**config.mk**
```make
export PLATFORM = sky130hd
export DESIGN_NAME = snh_fifo
export DESIGN_NICKNAME = d
export VERILOG_FILES = /design/src/rtl/core/snh_pkg.sv /design/src/rtl/core/snh_fifo.sv
export SDC_FILE = /design/constraint.sdc
export NUM_CORES = 1
export LEC_CHECK = 0
export BUFFER_PORTS_ARGS = -buffer_cell sky130_fd_sc_hd__clkbuf_2
export CAP_MARGIN = 30
export CORE_MARGIN = 4
export CORE_UTILIZATION = 36
export CTS_CLUSTER_SIZE = 10
export DETAILED_ROUTE_END_ITERATION = 8
export GPL_ROUTABILITY_DRIVEN = 1
export GPL_TIMING_DRIVEN = 0
export RECOVER_POWER = 100
export SLEW_MARGIN = 10
export SYNTH_ARGS = -nofsm -noshare
export SYNTH_HDL_FRONTEND = slang
export SYNTH_SLANG_ARGS = --single-unit
```
**constraint.sdc**
```tcl
create_clock -name i_clk -period 3.4 [get_ports i_clk]
set_clock_uncertainty 0.05 [all_clocks]
set_input_delay 0.68 -clock i_clk [delete_from_list [all_inputs] [get_ports i_clk]]
set_output_delay 0.68 -clock i_clk [all_outputs]
set_load 0.01 [all_outputs]
```
**src/rtl/core/snh_pkg.sv**
```systemverilog
// Shared types and constants for the symbol n-gram histogram.
// Used by every module under rtl/core except snh_ram; depends on nothing.
package snh_pkg;

    localparam int SYMBOL_BITS     = 5;   // width of one symbol digit
    localparam int IDX_BITS        = 15;  // width of the entry_index field
    localparam int CFG_BITS        = 2;   // width of the window_length register
    localparam int OUT_COUNT_BITS  = 32;  // width of the count result field
    localparam int QUEUE_DEPTH     = 4;   // entries between front and back
    localparam int DEF_MAX_WINDOW  = 3;
    localparam int DEF_COUNT_BITS  = 32;

    // Queue operation codes.
    localparam logic OP_PUSH = 1'b0;
    localparam logic OP_READ = 1'b1;

    // Fill status of the queue between front and back.
    typedef struct packed {
        logic full;
        logic empty;
    } t_q_status;

endpackage

```
**src/rtl/core/snh_fifo.sv**
```systemverilog
// Small register queue carrying classified operations from front to back.
// Depends on snh_pkg for its depth and status type.
module snh_fifo #(
    parameter int DATA_W = 16
) (
    input  logic              i_clk,
    input  logic              i_rst_n,
    input  logic              i_push,
    input  logic [DATA_W-1:0] i_data,
    input  logic              i_pop,
    output logic [DATA_W-1:0] o_data,
    output snh_pkg::t_q_status o_status
);

    localparam int DEPTH = snh_pkg::QUEUE_DEPTH;
    localparam int PW    = $clog2(DEPTH);

    logic [DATA_W-1:0] r_entry [DEPTH];
    logic [PW-1:0]     r_wr_ptr, n_wr_ptr;
    logic [PW-1:0]     r_rd_ptr, n_rd_ptr;
    logic [PW:0]       r_fill,   n_fill;

    always_comb begin
        n_wr_ptr = r_wr_ptr;
        n_rd_ptr = r_rd_ptr;
        n_fill   = r_fill;
        if (i_push) begin
            n_wr_ptr = r_wr_ptr + PW'(1);
        end
        if (i_pop) begin
            n_rd_ptr = r_rd_ptr + PW'(1);
        end
        if (i_push && !i_pop) begin
            n_fill = r_fill + (PW+1)'(1);
        end else if (!i_push && i_pop) begin
            n_fill = r_fill - (PW+1)'(1);
        end
    end

    always_ff @(posedge i_clk) begin
        if (!i_rst_n) begin
            r_wr_ptr <= '0;
            r_rd_ptr <= '0;
            r_fill   <= '0;
        end else begin
            r_wr_ptr <= n_wr_ptr;
            r_rd_ptr <= n_rd_ptr;
            r_fill   <= n_fill;
        end
    end

    always_ff @(posedge i_clk) begin
        if (i_push) begin
            r_entry[r_wr_ptr] <= i_data;
        end
    end

    assign o_data          = r_entry[r_rd_ptr];
    assign o_status.full   = (r_fill == (PW+1)'(DEPTH));
    assign o_status.empty  = (r_fill == '0);

endmodule

```
==> impl_metrics.py <==
metrics = {
    "critical_path": {
        "start_kind": "flip-flop",
        "path_buf_inv": 3,
        "cp_data_arrival_time_ns": 1.98,
        "critPathMaxFanout": 10,
        "required_ns": 2.67,
        "crit_type": "flip-flop to output port",
        "crit_chain": "clkbuf_1, buf_12, mux4_2, clkbuf_1",
        "path_delay_family": "buffers and inverters",
        "critPathMaxStageDelay_ns": 0.54,
        "crit_slowest_cell": "mux4_2",
        "critPathCaptureType": "output port",
        "cpMostUsedCell": "clkbuf_1",
    },
    "route": {
        "first_pass_iters": 4,
        "avgViaCountPerCell": 4.64,
        "drt-initial-drc-count": 111,
        "drtAntennaViolNets": 0,
        "wl_per_cell_um": 16.4,
        "wl_um": 4570,
        "drc": 0,
        "vias": 1294,
    },
    "placed_design": {
        "hpwlAfterDp_um": 3140,
        "gp_congestion": 0.651,
        "dp_cells": 263,
        "port_buffers": 37,
    },
    "timing": {
        "slew_headroom_pct": 17.5,
        "drv_slew": 0,
        "fin_tns_setup_ns": 0,
        "fin_crit_sh_pct": 79.7,
        "max_freq_ghz": 0.369,
        "finalSetupViolations": 0,
        "worstMarginPinSlew_ns": 1.24,
        "rsz0062_at_grt": "no",
        "post-route-min-period_ns": 2.71,
        "hold_viol": 0,
        "holdWs_ns": 0.483,
    },
    "final_layout": {
        "antenna-diode-count": 0,
        "fill_cells": 672,
        "area_growth_pct": 17.1,
        "final_cell_mix": "edfxtp_1 (64), clkbuf_1 (35), mux4_2 (10), dfxtp_1 (9), clkbuf_8 (9)",
        "multiInputGateArea_um2": 633,
        "final_nets": 201,
        "fin_cells": 279,
        "post-route-util_pct": 44.1,
        "layout_commonest_cell": "edfxtp_1",
        "drive_gt1_share_pct": 17.8,
        "regArea_mm2": 0.00210,
    },
    "yosys": {
        "yosysUniqueCellTypes": 21,
        "yosys-top-cells-area": "edfxtp_1 (69%), mux4_2 (8.1%), dfxtp_1 (6.5%), mux4_1 (5.6%), ha_1 (2.2%)",
        "yosysWarnings": 0,
        "syn-cell-area_mm2": 0.00279,
        "synth_mux_area_share_pct": 14.4,
        "syn_nets": 153,
        "synth_adder_area_share_pct": 2.96,
        "synth_compound_area_share_pct": 0.448,
        "yosysTopAreaCellShare_pct": 68.8,
        "synth_xor_area_share_pct": 1.57,
        "ys_seq_area_share_pct": 75.3,
        "syn_inst": 127,
        "synth_top_family_by_area": "multiplexers",
        "yosys.area_share.simple_pct": 3.27,
        "ys_ff_latch": 73,
        "synth_largest_area_cell": "edfxtp_1",
        "syn_area_per_cell_um2": 22.0,
    },
    "pwr": {
        "power.static_leakage_uw": 0.00108,
        "power.density_mw_per_mm2": 600,
        "ir_drop_v": 0.000353,
    },
    "global_route": {
        "grt_pass1_vias": 1460,
        "grt_overflow": 0,
        "antenna_found_initial": 0,
        "grtUsageTotal_pct": 11.3,
        "grt_pass1_wl_um": 7270,
        "grt_max_degree": 17,
    },
    "clocking": {
        "clk_pin_slew_ns": 0.07,
        "htreeDepth": 3,
        "cts_setup_buffers": 0,
        "clockRootBuffer": "clkbuf_8",
        "cts.sinks": 73,
        "clockBufferDepth": 2,
        "postCtsHoldBufs": 0,
        "insertion_delay_ns": 0.33,
        "numCtsBuffers": 9,
        "cts-resized-gates": 0,
        "cts_tree": "done",
    },
    "floorplan": {
        "die_h_um": 96.1,
        "dieArea_mm2": 0.00923,
        "num_rows": 31,
        "die_x_um": 96.1,
        "pin_count": 38,
        "initial_core_util_pct": 37.7,
        "coreArea_mm2": 0.00741,
    },
    "run_status": {
        "outcome": "finished clean",
    },
    "min_path": {
        "hold_path_class": "flip-flop to flip-flop",
    },
    "run": {
        "drv_cap": 0,
    },
}
==> final timing paths <==
| check | slack, ns | cells after the start | end | startpoint |
|---|---|---|---|---|
| worst min register to register | 0.48 | 2 | r_fill[2] | r_fill[2] |
| worst min-delay path | 0.48 | 2 | r_fill[2] | r_fill[2] |
| worst max-delay path | 0.69 | 4 | o_data[9] | flip-flop |
| worst max register to register | 1.44 | 3 | r_entry[1][2] | r_wr_ptr[1] |
==> worst min-delay path, stage by stage (launching register included) <==
cell and delay (ns):
dfxtp_1 0.33, o21ai_0 0.07, a21boi_0 0.08
==> cells by family after synthesis <==
group,after synthesis
simple gates,15
mux,18
compound gates,2
flops,73
xor+xnor,5
fa+ha+maj,6
buf+inv,8
==> per-stage QoR <==
stage,cell area [um2],setup slack [ns],power [uW]
after CTS,3320,0.958,2000
final,3270,0.692,1960
after detailed placement,3100,1.10,1280
after global routing,3270,0.533,2060
after global placement,3100,1.21,1270
after floorplan,2790,1.39,1200
==> synth_stat cells <==
library cell / instances
nand2_1: 1
mux4_2: 10
or3_1: 1
inv_1: 4
edfxtp_1: 64
mux4_1: 6
nor3_1: 1
ha_1: 5
a21boi_0: 1
buf_2: 2
o21ai_0: 1
nor2b_1: 2
and2_1: 9
nor3b_1: 1
xor2_1: 3
dfxtp_1: 9
fa_1: 1
xnor2_1: 2
mux2i_1: 2
buf_12: 1
buf_6: 1
==> layer usage <==
metal  up-vias  track usage (%)  routed length [um]
met2        37             19.8                2460
met3         4             5.63                 289
met4         0             3.20                  51
li1        606                -                   -
met5         -                0                   0
met1       647             11.8                1770
==> area by class of cell <==
class | instances | area share [%]
multi-input combinational | 46 | 19.4
inverter | 4 | 0.459
clock inverter | 7 | 2.91
sequential | 73 | 64.3
buffer | 4 | 1.03
timing repair buffer | 37 | 4.36
clock buffer | 9 | 3.79
tap | 99 | 3.79
==> state kept, by name, indices dropped and copies added, names as in the netlist, named ones only <==
name      flops
r_entry      64
r_fill        3
r_rd_ptr      2
r_wr_ptr      2
==> where the power goes <==
part           internal (uW)  total [uW]  switching, uW
registers               1030        1050           18.8
clock network            412         718            305
logic                   90.4         198            108
No activity file was read; power rests on OpenSTA's default activity.
