File: src/rtl/core/snh_pkg.sv
// Shared types and constants for the symbol n-gram histogram.
// Used by every module under rtl/core except snh_ram; depends on nothing.
package snh_pkg;

    localparam int SYMBOL_BITS     = 5;   // width of one symbol digit
    localparam int IDX_BITS        = 15;  // width of the entry_index field
    localparam int CFG_BITS        = 2;   // width of the window_length register
    localparam int OUT_COUNT_BITS  = 32;  // width of the count result field
    localparam int QUEUE_DEPTH     = 4;   // entries between front and back
    localparam int DEF_MAX_WINDOW  = 3;
    localparam int DEF_COUNT_BITS  = 32;

    // Queue operation codes.
    localparam logic OP_PUSH = 1'b0;
    localparam logic OP_READ = 1'b1;

    // Fill status of the queue between front and back.
    typedef struct packed {
        logic full;
        logic empty;
    } t_q_status;

endpackage

File: src/rtl/core/snh_front.sv
// Front end: accepts transactions, keeps the symbol history ring and the
// window length, and turns each transaction into a table address. Uses snh_pkg.
module snh_front #(
    parameter int MAX_WINDOW = snh_pkg::DEF_MAX_WINDOW
) (
    input  logic                                  i_clk,
    input  logic                                  i_rst_n,
    input  logic                                  i_cfg_valid,
    input  logic [snh_pkg::CFG_BITS-1:0]          i_cfg_window_length,
    input  logic                                  i_valid,
    output logic                                  o_ready,
    input  logic                                  i_func,
    input  logic [snh_pkg::SYMBOL_BITS-1:0]       i_symbol,
    input  logic [snh_pkg::IDX_BITS-1:0]          i_entry_index,
    input  snh_pkg::t_q_status                    i_q_status,
    input  logic                                  i_clearing,
    output logic                                  o_push,
    output logic                                  o_push_op,
    output logic [snh_pkg::SYMBOL_BITS*MAX_WINDOW-1:0] o_push_addr
);

    localparam int SB = snh_pkg::SYMBOL_BITS;
    localparam int AW = SB * MAX_WINDOW;
    localparam int NW = $clog2(MAX_WINDOW + 1) + 1;
    localparam int SW = (MAX_WINDOW > 1) ? $clog2(MAX_WINDOW) : 1;
    localparam int XW = AW + snh_pkg::IDX_BITS;

    logic [snh_pkg::CFG_BITS-1:0] r_window_length, n_window_length;
    logic [SW-1:0]                r_write_slot,    n_write_slot;
    logic [SB-1:0]                r_history [MAX_WINDOW];

    logic [NW-1:0] act_len;
    logic [NW-1:0] cur_slot;
    logic [NW-1:0] next_slot;
    logic [AW-1:0] push_addr;
    logic [AW-1:0] read_addr;
    logic [XW-1:0] idx_ext;
    logic          accept;

    assign o_ready = !i_q_status.full && !i_clearing;
    assign accept  = i_valid && o_ready;

    // Active window length: zero acts as one, large values clamp.
    always_comb begin
        logic [NW-1:0] wl;
        wl = NW'(r_window_length);
        if (wl == '0) begin
            act_len = NW'(1);
        end else if (wl > NW'(MAX_WINDOW)) begin
            act_len = NW'(MAX_WINDOW);
        end else begin
            act_len = wl;
        end
    end

    always_comb begin
        logic [NW-1:0] bump;
        cur_slot  = (NW'(r_write_slot) >= act_len) ? '0 : NW'(r_write_slot);
        bump      = cur_slot + NW'(1);
        next_slot = (bump == act_len) ? '0 : bump;
    end

    // Digit d holds the symbol of age act_len-1-d, so the newest symbol lands
    // in the top digit. The symbol being pushed replaces its slot here.
    always_comb begin
        logic [NW-1:0] pos;
        push_addr = '0;
        for (int d = 0; d < MAX_WINDOW; d++) begin
            pos = next_slot + NW'(d);
            if (pos >= act_len) begin
                pos = pos - act_len;
            end
            if (NW'(d) < act_len) begin
                push_addr[d*SB +: SB] = (pos == cur_slot) ? i_symbol : r_history[pos[SW-1:0]];
            end
        end
    end

    // Read index keeps only the digits of the active window.
    always_comb begin
        idx_ext   = XW'(i_entry_index);
        read_addr = '0;
        for (int d = 0; d < MAX_WINDOW; d++) begin
            if (NW'(d) < act_len) begin
                read_addr[d*SB +: SB] = idx_ext[d*SB +: SB];
            end
        end
    end

    always_comb begin
        n_window_length = r_window_length;
        n_write_slot    = r_write_slot;
        if (i_cfg_valid) begin
            n_window_length = i_cfg_window_length;
            n_write_slot    = '0;
        end else if (accept && (i_func == snh_pkg::OP_PUSH)) begin
            n_write_slot = next_slot[SW-1:0];
        end
    end

    always_ff @(posedge i_clk) begin
        if (!i_rst_n) begin
            r_window_length <= snh_pkg::CFG_BITS'(1);
            r_write_slot    <= '0;
            for (int s = 0; s < MAX_WINDOW; s++) begin
                r_history[s] <= '0;
            end
        end else begin
            r_window_length <= n_window_length;
            r_write_slot    <= n_write_slot;
            if (accept && (i_func == snh_pkg::OP_PUSH)) begin
                r_history[cur_slot[SW-1:0]] <= i_symbol;
            end
        end
    end

    assign o_push      = accept;
    assign o_push_op   = i_func;
    assign o_push_addr = (i_func == snh_pkg::OP_READ) ? read_addr : push_addr;

endmodule

File: config.mk
export PLATFORM = sky130hd
export DESIGN_NAME = snh_front
export DESIGN_NICKNAME = d
export VERILOG_FILES = /design/src/rtl/core/snh_pkg.sv /design/src/rtl/core/snh_front.sv
export SDC_FILE = /design/constraint.sdc
export NUM_CORES = 1
export LEC_CHECK = 0
export BUFFER_PORTS_ARGS = -buffer_cell sky130_fd_sc_hd__buf_2
export CAP_MARGIN = 20
export CELL_PAD_IN_SITES_DETAIL_PLACEMENT = 1
export CELL_PAD_IN_SITES_GLOBAL_PLACEMENT = 2
export CORE_ASPECT_RATIO = 0.8
export CORE_MARGIN = 10
export CORE_UTILIZATION = 30
export DETAILED_ROUTE_END_ITERATION = 8
export GPL_TIMING_DRIVEN = 0
export PLACE_DENSITY = 0.87
export REMOVE_ABC_BUFFERS = 1
export SYNTH_ARGS = -nofsm -noshare
export SYNTH_HDL_FRONTEND = slang
export SYNTH_SLANG_ARGS = --single-unit
File: constraint.sdc
create_clock -name i_clk -period 4.9 [get_ports i_clk]
set_input_delay 0.49 -clock i_clk [delete_from_list [all_inputs] [get_ports i_clk]]
set_output_delay 0.49 -clock i_clk [all_outputs]
set_load 0.01 [all_outputs]
==> results by stage <==
Run status:
- The flow ran to the end, but the final reports show violations.
- The checks that failed: setup timing.

STA:
- Setup repair after global routing could not meet its margin everywhere.
- The maximum clock rate is 197 MHz.
- The worst pin sits at a relative slew slack of between 60 and 70%.
- For the pin with the worst max-slew slack, the measured transition is roughly 0.58 ns.
- The max-slew violation count is 0.
- The smallest clock period supported by the final layout is computed as 5.08 ns.
- The minimum hold slack is about 0.43 ns.
- The final hold violation count is 0.
- The number of failing setup endpoints in the final timing report is 5.
- The portion of the clock cycle consumed by the worst path in the final layout is 104%.
- The setup skew after layout is 0.00480 ns.
- Once routing completed, OpenROAD measured the worst setup slack at -0.182 ns.
- In the final timing run, aggregate negative setup slack is -0.778 ns.

Floorplan:
- For this configuration, the core starts out at a cell density of about 31%.
- 48 I/O pins were placed.
- The number of cell rows is 26.
- The area enclosed by the die boundary is around 10000 sq um.
- In this run the vertical extent of the chip is a little over 90 um.
- The floorplan step defined a core boundary enclosing 6410 sq um.
- Measured along the x axis, the die boundary spans about 110 um.

Logic synthesis:
- The number of warnings issued by yosys is 0.
- The proportion of register bits with asynchronous set or reset after synthesis is 0%.
- Summing the areas of all and, or, nand and nor instances in the mapped netlist gives 17.3% of the synthesized area.
- The distinct cell type count after synthesis is 44.
- The share of the synthesized area in compound gates (AO/OA/AOI/OAI) is 14.4%.
- Counting flops with a built-in enable in the synthesized netlist gives 20.
- Summing the areas of all fa, ha and maj instances in the mapped netlist gives under 10% of the synthesized area.
- Measured against the total synthesized area, the mux share comes to between 10% and 20%.
- The number of standard cells after synthesis is between 150 and 200.
- The flop and latch count out of synthesis is 24.
- After Yosys synthesis, XOR and XNOR cells account for 3.15% of the synthesized area.
- Of the synthesized area, sequential elements account for roughly 34%.
- The area of the mapped netlist is about 2000 sq um.
- The mean area per synthesized cell is ~10 sq um.
- The top flip-flop cell by instance count after synthesis is edfxtp_1.
- The dominant combinational cell family by area after synthesis is multiplexers.

Clock tree:
- Clock latency on the worst-skew pair, taken at its later pin, is roughly 0.27 ns.
- The number of clock buffers added by TritonCTS is 3.
- CTS saw 24 sinks.
- TritonCTS built the clock tree.
- The maximum level of the CTS H-tree is 1.
- The clock passes through at most 2 buffers.
- The tree is rooted in a clkbuf_8.
- The clock transition at the register clock pins on the worst setup and hold paths after CTS is approximately 0.080 ns.
- The number of hold buffers added after cts is 0.

Worst setup path:
- The worst setup path endpoint is o_push_addr[6].
- The worst register-to-register path begins at r_window_length[0]$_SDFFE_PN1P_.
- The worst setup path is captured at an output pin.
- The data arrival time of the critical path is 4.59 ns.
- The classification of the worst setup path is flop to output pin.
- At the worst endpoint, the required time is 4.41 ns.
- STA classifies the critical path startpoint as a flop.
- In this run the worst setup path begins at r_window_length[0]$_SDFFE_PN1P_.
- Along the worst path, the maximum fanout reaches 5.
- The worst register-to-register path ends at r_write_slot[0]$_SDFFE_PP0P_.
- The number of cells on the worst reg-to-reg path is 14.
- For flop-to-flop paths, the worst setup slack is ~2.2 ns.

Routing:
- The number of detailed-routing iterations run before antenna repair is 4.
- The count of antenna-violating nets left after detailed routing is 0.
- The remaining routing DRC violations is 0.
- In the final routed layout, each cell accounts on average for between 15 and 20 um.
- After the first detailed-routing iteration, the DRC count stood at 64.
- The via density per instance is between 5 and 6.
- Across all layers, the routed design uses approximately 1700 vias.
- Summed over all layers, the routed wires come to approximately 6.3 mm.

Placement:
- The number of buffers added on ports is 46.
- Summed over all nets, the half-perimeter wirelength after detailed placement is ~4.7 mm.
- Once placement finished, the instance area stood at roughly 2300 sq um.
- The number of instances in the placed design is 314.
- Before CTS, the worst setup slack after placement is -1.45 ns.
- The congestion estimate from routability-driven global placement came to just over 0.8.

Final layout:
- The post-route standard cell area excluding fillers is ~2700 sq um.
- The final standard cell count with taps included and fillers excluded is 337.
- Leaving out fill and tap cells, the most frequent cells in the layout are buf_2 (46), mux2i_1 (23), edfxtp_1 (20), buf_4 (18), and3_1 (17).
- Counting the fill cells in the layout gives about 740.
- The most common cell after layout, fill and taps aside is buf_2.
- The number of nets at the end of the flow is 297.
- Cells fill between 40% and 50% of the core in the end.
- The count of inserted antenna diode cells is 0.
- The fraction of final layout cells with drive strength greater than 1 is between 40 and 50%.
- Summing all multi-input logic gate instances after layout gives ~1400 sq um.
- The sequential cells in the finished layout cover a total of slightly below 700 sq um.
- The area added between synthesis and finish is 37.2%.

Flow run:
- The number of violations of the max-capacitance limit is 0.

Global routing:
- The via count of the first global-routing pass is roughly 1900.
- Entering global routing, the biggest net connects 19 pins.
- The aggregate global routing overflow is 0.
- The first-pass GRT wire length is 10.2 mm.
- The initial antenna violation count is 0.
- Global routing used 11.7% of the available tracks.

Power:
- The analysis attributes to cell leakage a power of around 1.2 nW.
- The overall power after layout is just under 600 uW.
- The power density relative to cell area is approximately 220 nW/um^2.
- The maximum ir drop on the vdd rail is about 96 uV.

Hold path:
- The min-delay analysis places its worst path in the category input port to flop.
[repair_timing]
item / in CTS / in global routing
pin swaps: 17 / 14
resized for setup: 43 / 7
setup endpoints to repair: 10 / 10
buffers inserted: 15 / 4
[power breakdown]
group | total [mW] | internal (mW) | switching [mW]
logic | 0.190 | 0.0939 | 0.0961
clock network | 0.172 | 0.109 | 0.0629
registers | 0.230 | 0.226 | 0.00433
total | 0.592 | 0.429 | 0.163
[worst min path at each step]
stage | from | cells past startpoint | slack (ns) | to
2_1_floorplan | r_write_slot[1]$_SDFFE_PP0P_ | 2 | 0.49 | r_write_slot[1]$_SDFFE_PP0P_
3_3_place_gp | r_write_slot[1]$_SDFFE_PP0P_ | 2 | 0.52 | r_write_slot[1]$_SDFFE_PP0P_
3_5_place_dp | r_write_slot[1]$_SDFFE_PP0P_ | 2 | 0.53 | r_write_slot[1]$_SDFFE_PP0P_
4_1_cts | i_cfg_window_length[0] | 3 | 0.44 | r_window_length[0]$_SDFFE_PN1P_
5_1_grt | i_cfg_window_length[0] | 3 | 0.45 | r_window_length[0]$_SDFFE_PN1P_
6_report | i_cfg_window_length[0] | 3 | 0.43 | r_window_length[0]$_SDFFE_PN1P_
[Yosys cell counts (2+ instances only)]
library cell / number / area, sq um
nand2_1: 12 / 45.0
a21oi_1: 8 / 40.0
ha_1: 12 / 150
or3_1: 5 / 31.3
o21ai_0: 11 / 55.1
and3_1: 17 / 106
mux2i_1: 23 / 230
nand2b_1: 5 / 31.3
mux4_2: 4 / 90.1
dfxtp_1: 4 / 80.1
a221oi_1: 5 / 43.8
nor3_1: 2 / 10.0
inv_1: 12 / 45.0
o211ai_1: 2 / 15.0
clkbuf_1: 6 / 22.5
o311ai_0: 3 / 26.3
o31ai_1: 2 / 15.0
nor2_1: 13 / 48.8
edfxtp_1: 20 / 601
nor2b_1: 3 / 18.8
[flip-flops by register name, indices dropped and copies added, names as in the netlist]
signal	count
r_write_slot	2
r_window_length	2
r_history	20
[critical path, stage by stage, from the launching register on]
cell and delay, ns:
dfxtp_4 0.36, nand2b_4 0.15, ha_4 0.20, nand2b_4 0.15, a21oi_4 0.21, nand2_4 0.11
ha_4 0.26, or3_4 0.34, o31ai_4 0.07, or2_4 0.17, clkinvlp_4 0.11, ha_4 0.30
ha_4 0.20, a21boi_4 0.14, or3_4 0.35, o31a_4 0.39, mux4_2 0.44, mux2i_1 0.16
a21oi_1 0.08, buf_2 0.16
[per-layer routing]
layer | part of all wire, % | vias to the layer above | track usage (%)
met3 | 5.4 | 4 | 2.45
met4 | 0.81 | 0 | 2.60
met2 | 44 | 43 | 18.8
met1 | 50 | 820 | 15.8
met5 | 0 | - | 0
li1 | - | 850 | -
[cell type report]
class / instances / share of cell area [%]
clock buffer: 3 / 1.52
clock inverter: 1 / 1.10
inverter: 12 / 2.16
multi-input combinational: 147 / 51.7
sequential: 24 / 25.3
tap: 84 / 3.86
timing repair buffer: 66 / 14.3
[cell families after synthesis]
| kind of cell | Yosys count |
|---|---|
| buffers and inverters | 22 |
| DFF | 24 |
| muxes | 28 |
| xor gates and xnor gates | 3 |
| AOI/OAI and AO/OA | 39 |
| adders and majority gates | 13 |
| and+or+nand+nor | 64 |
Note: power is estimated with default switching activity, not from simulation.
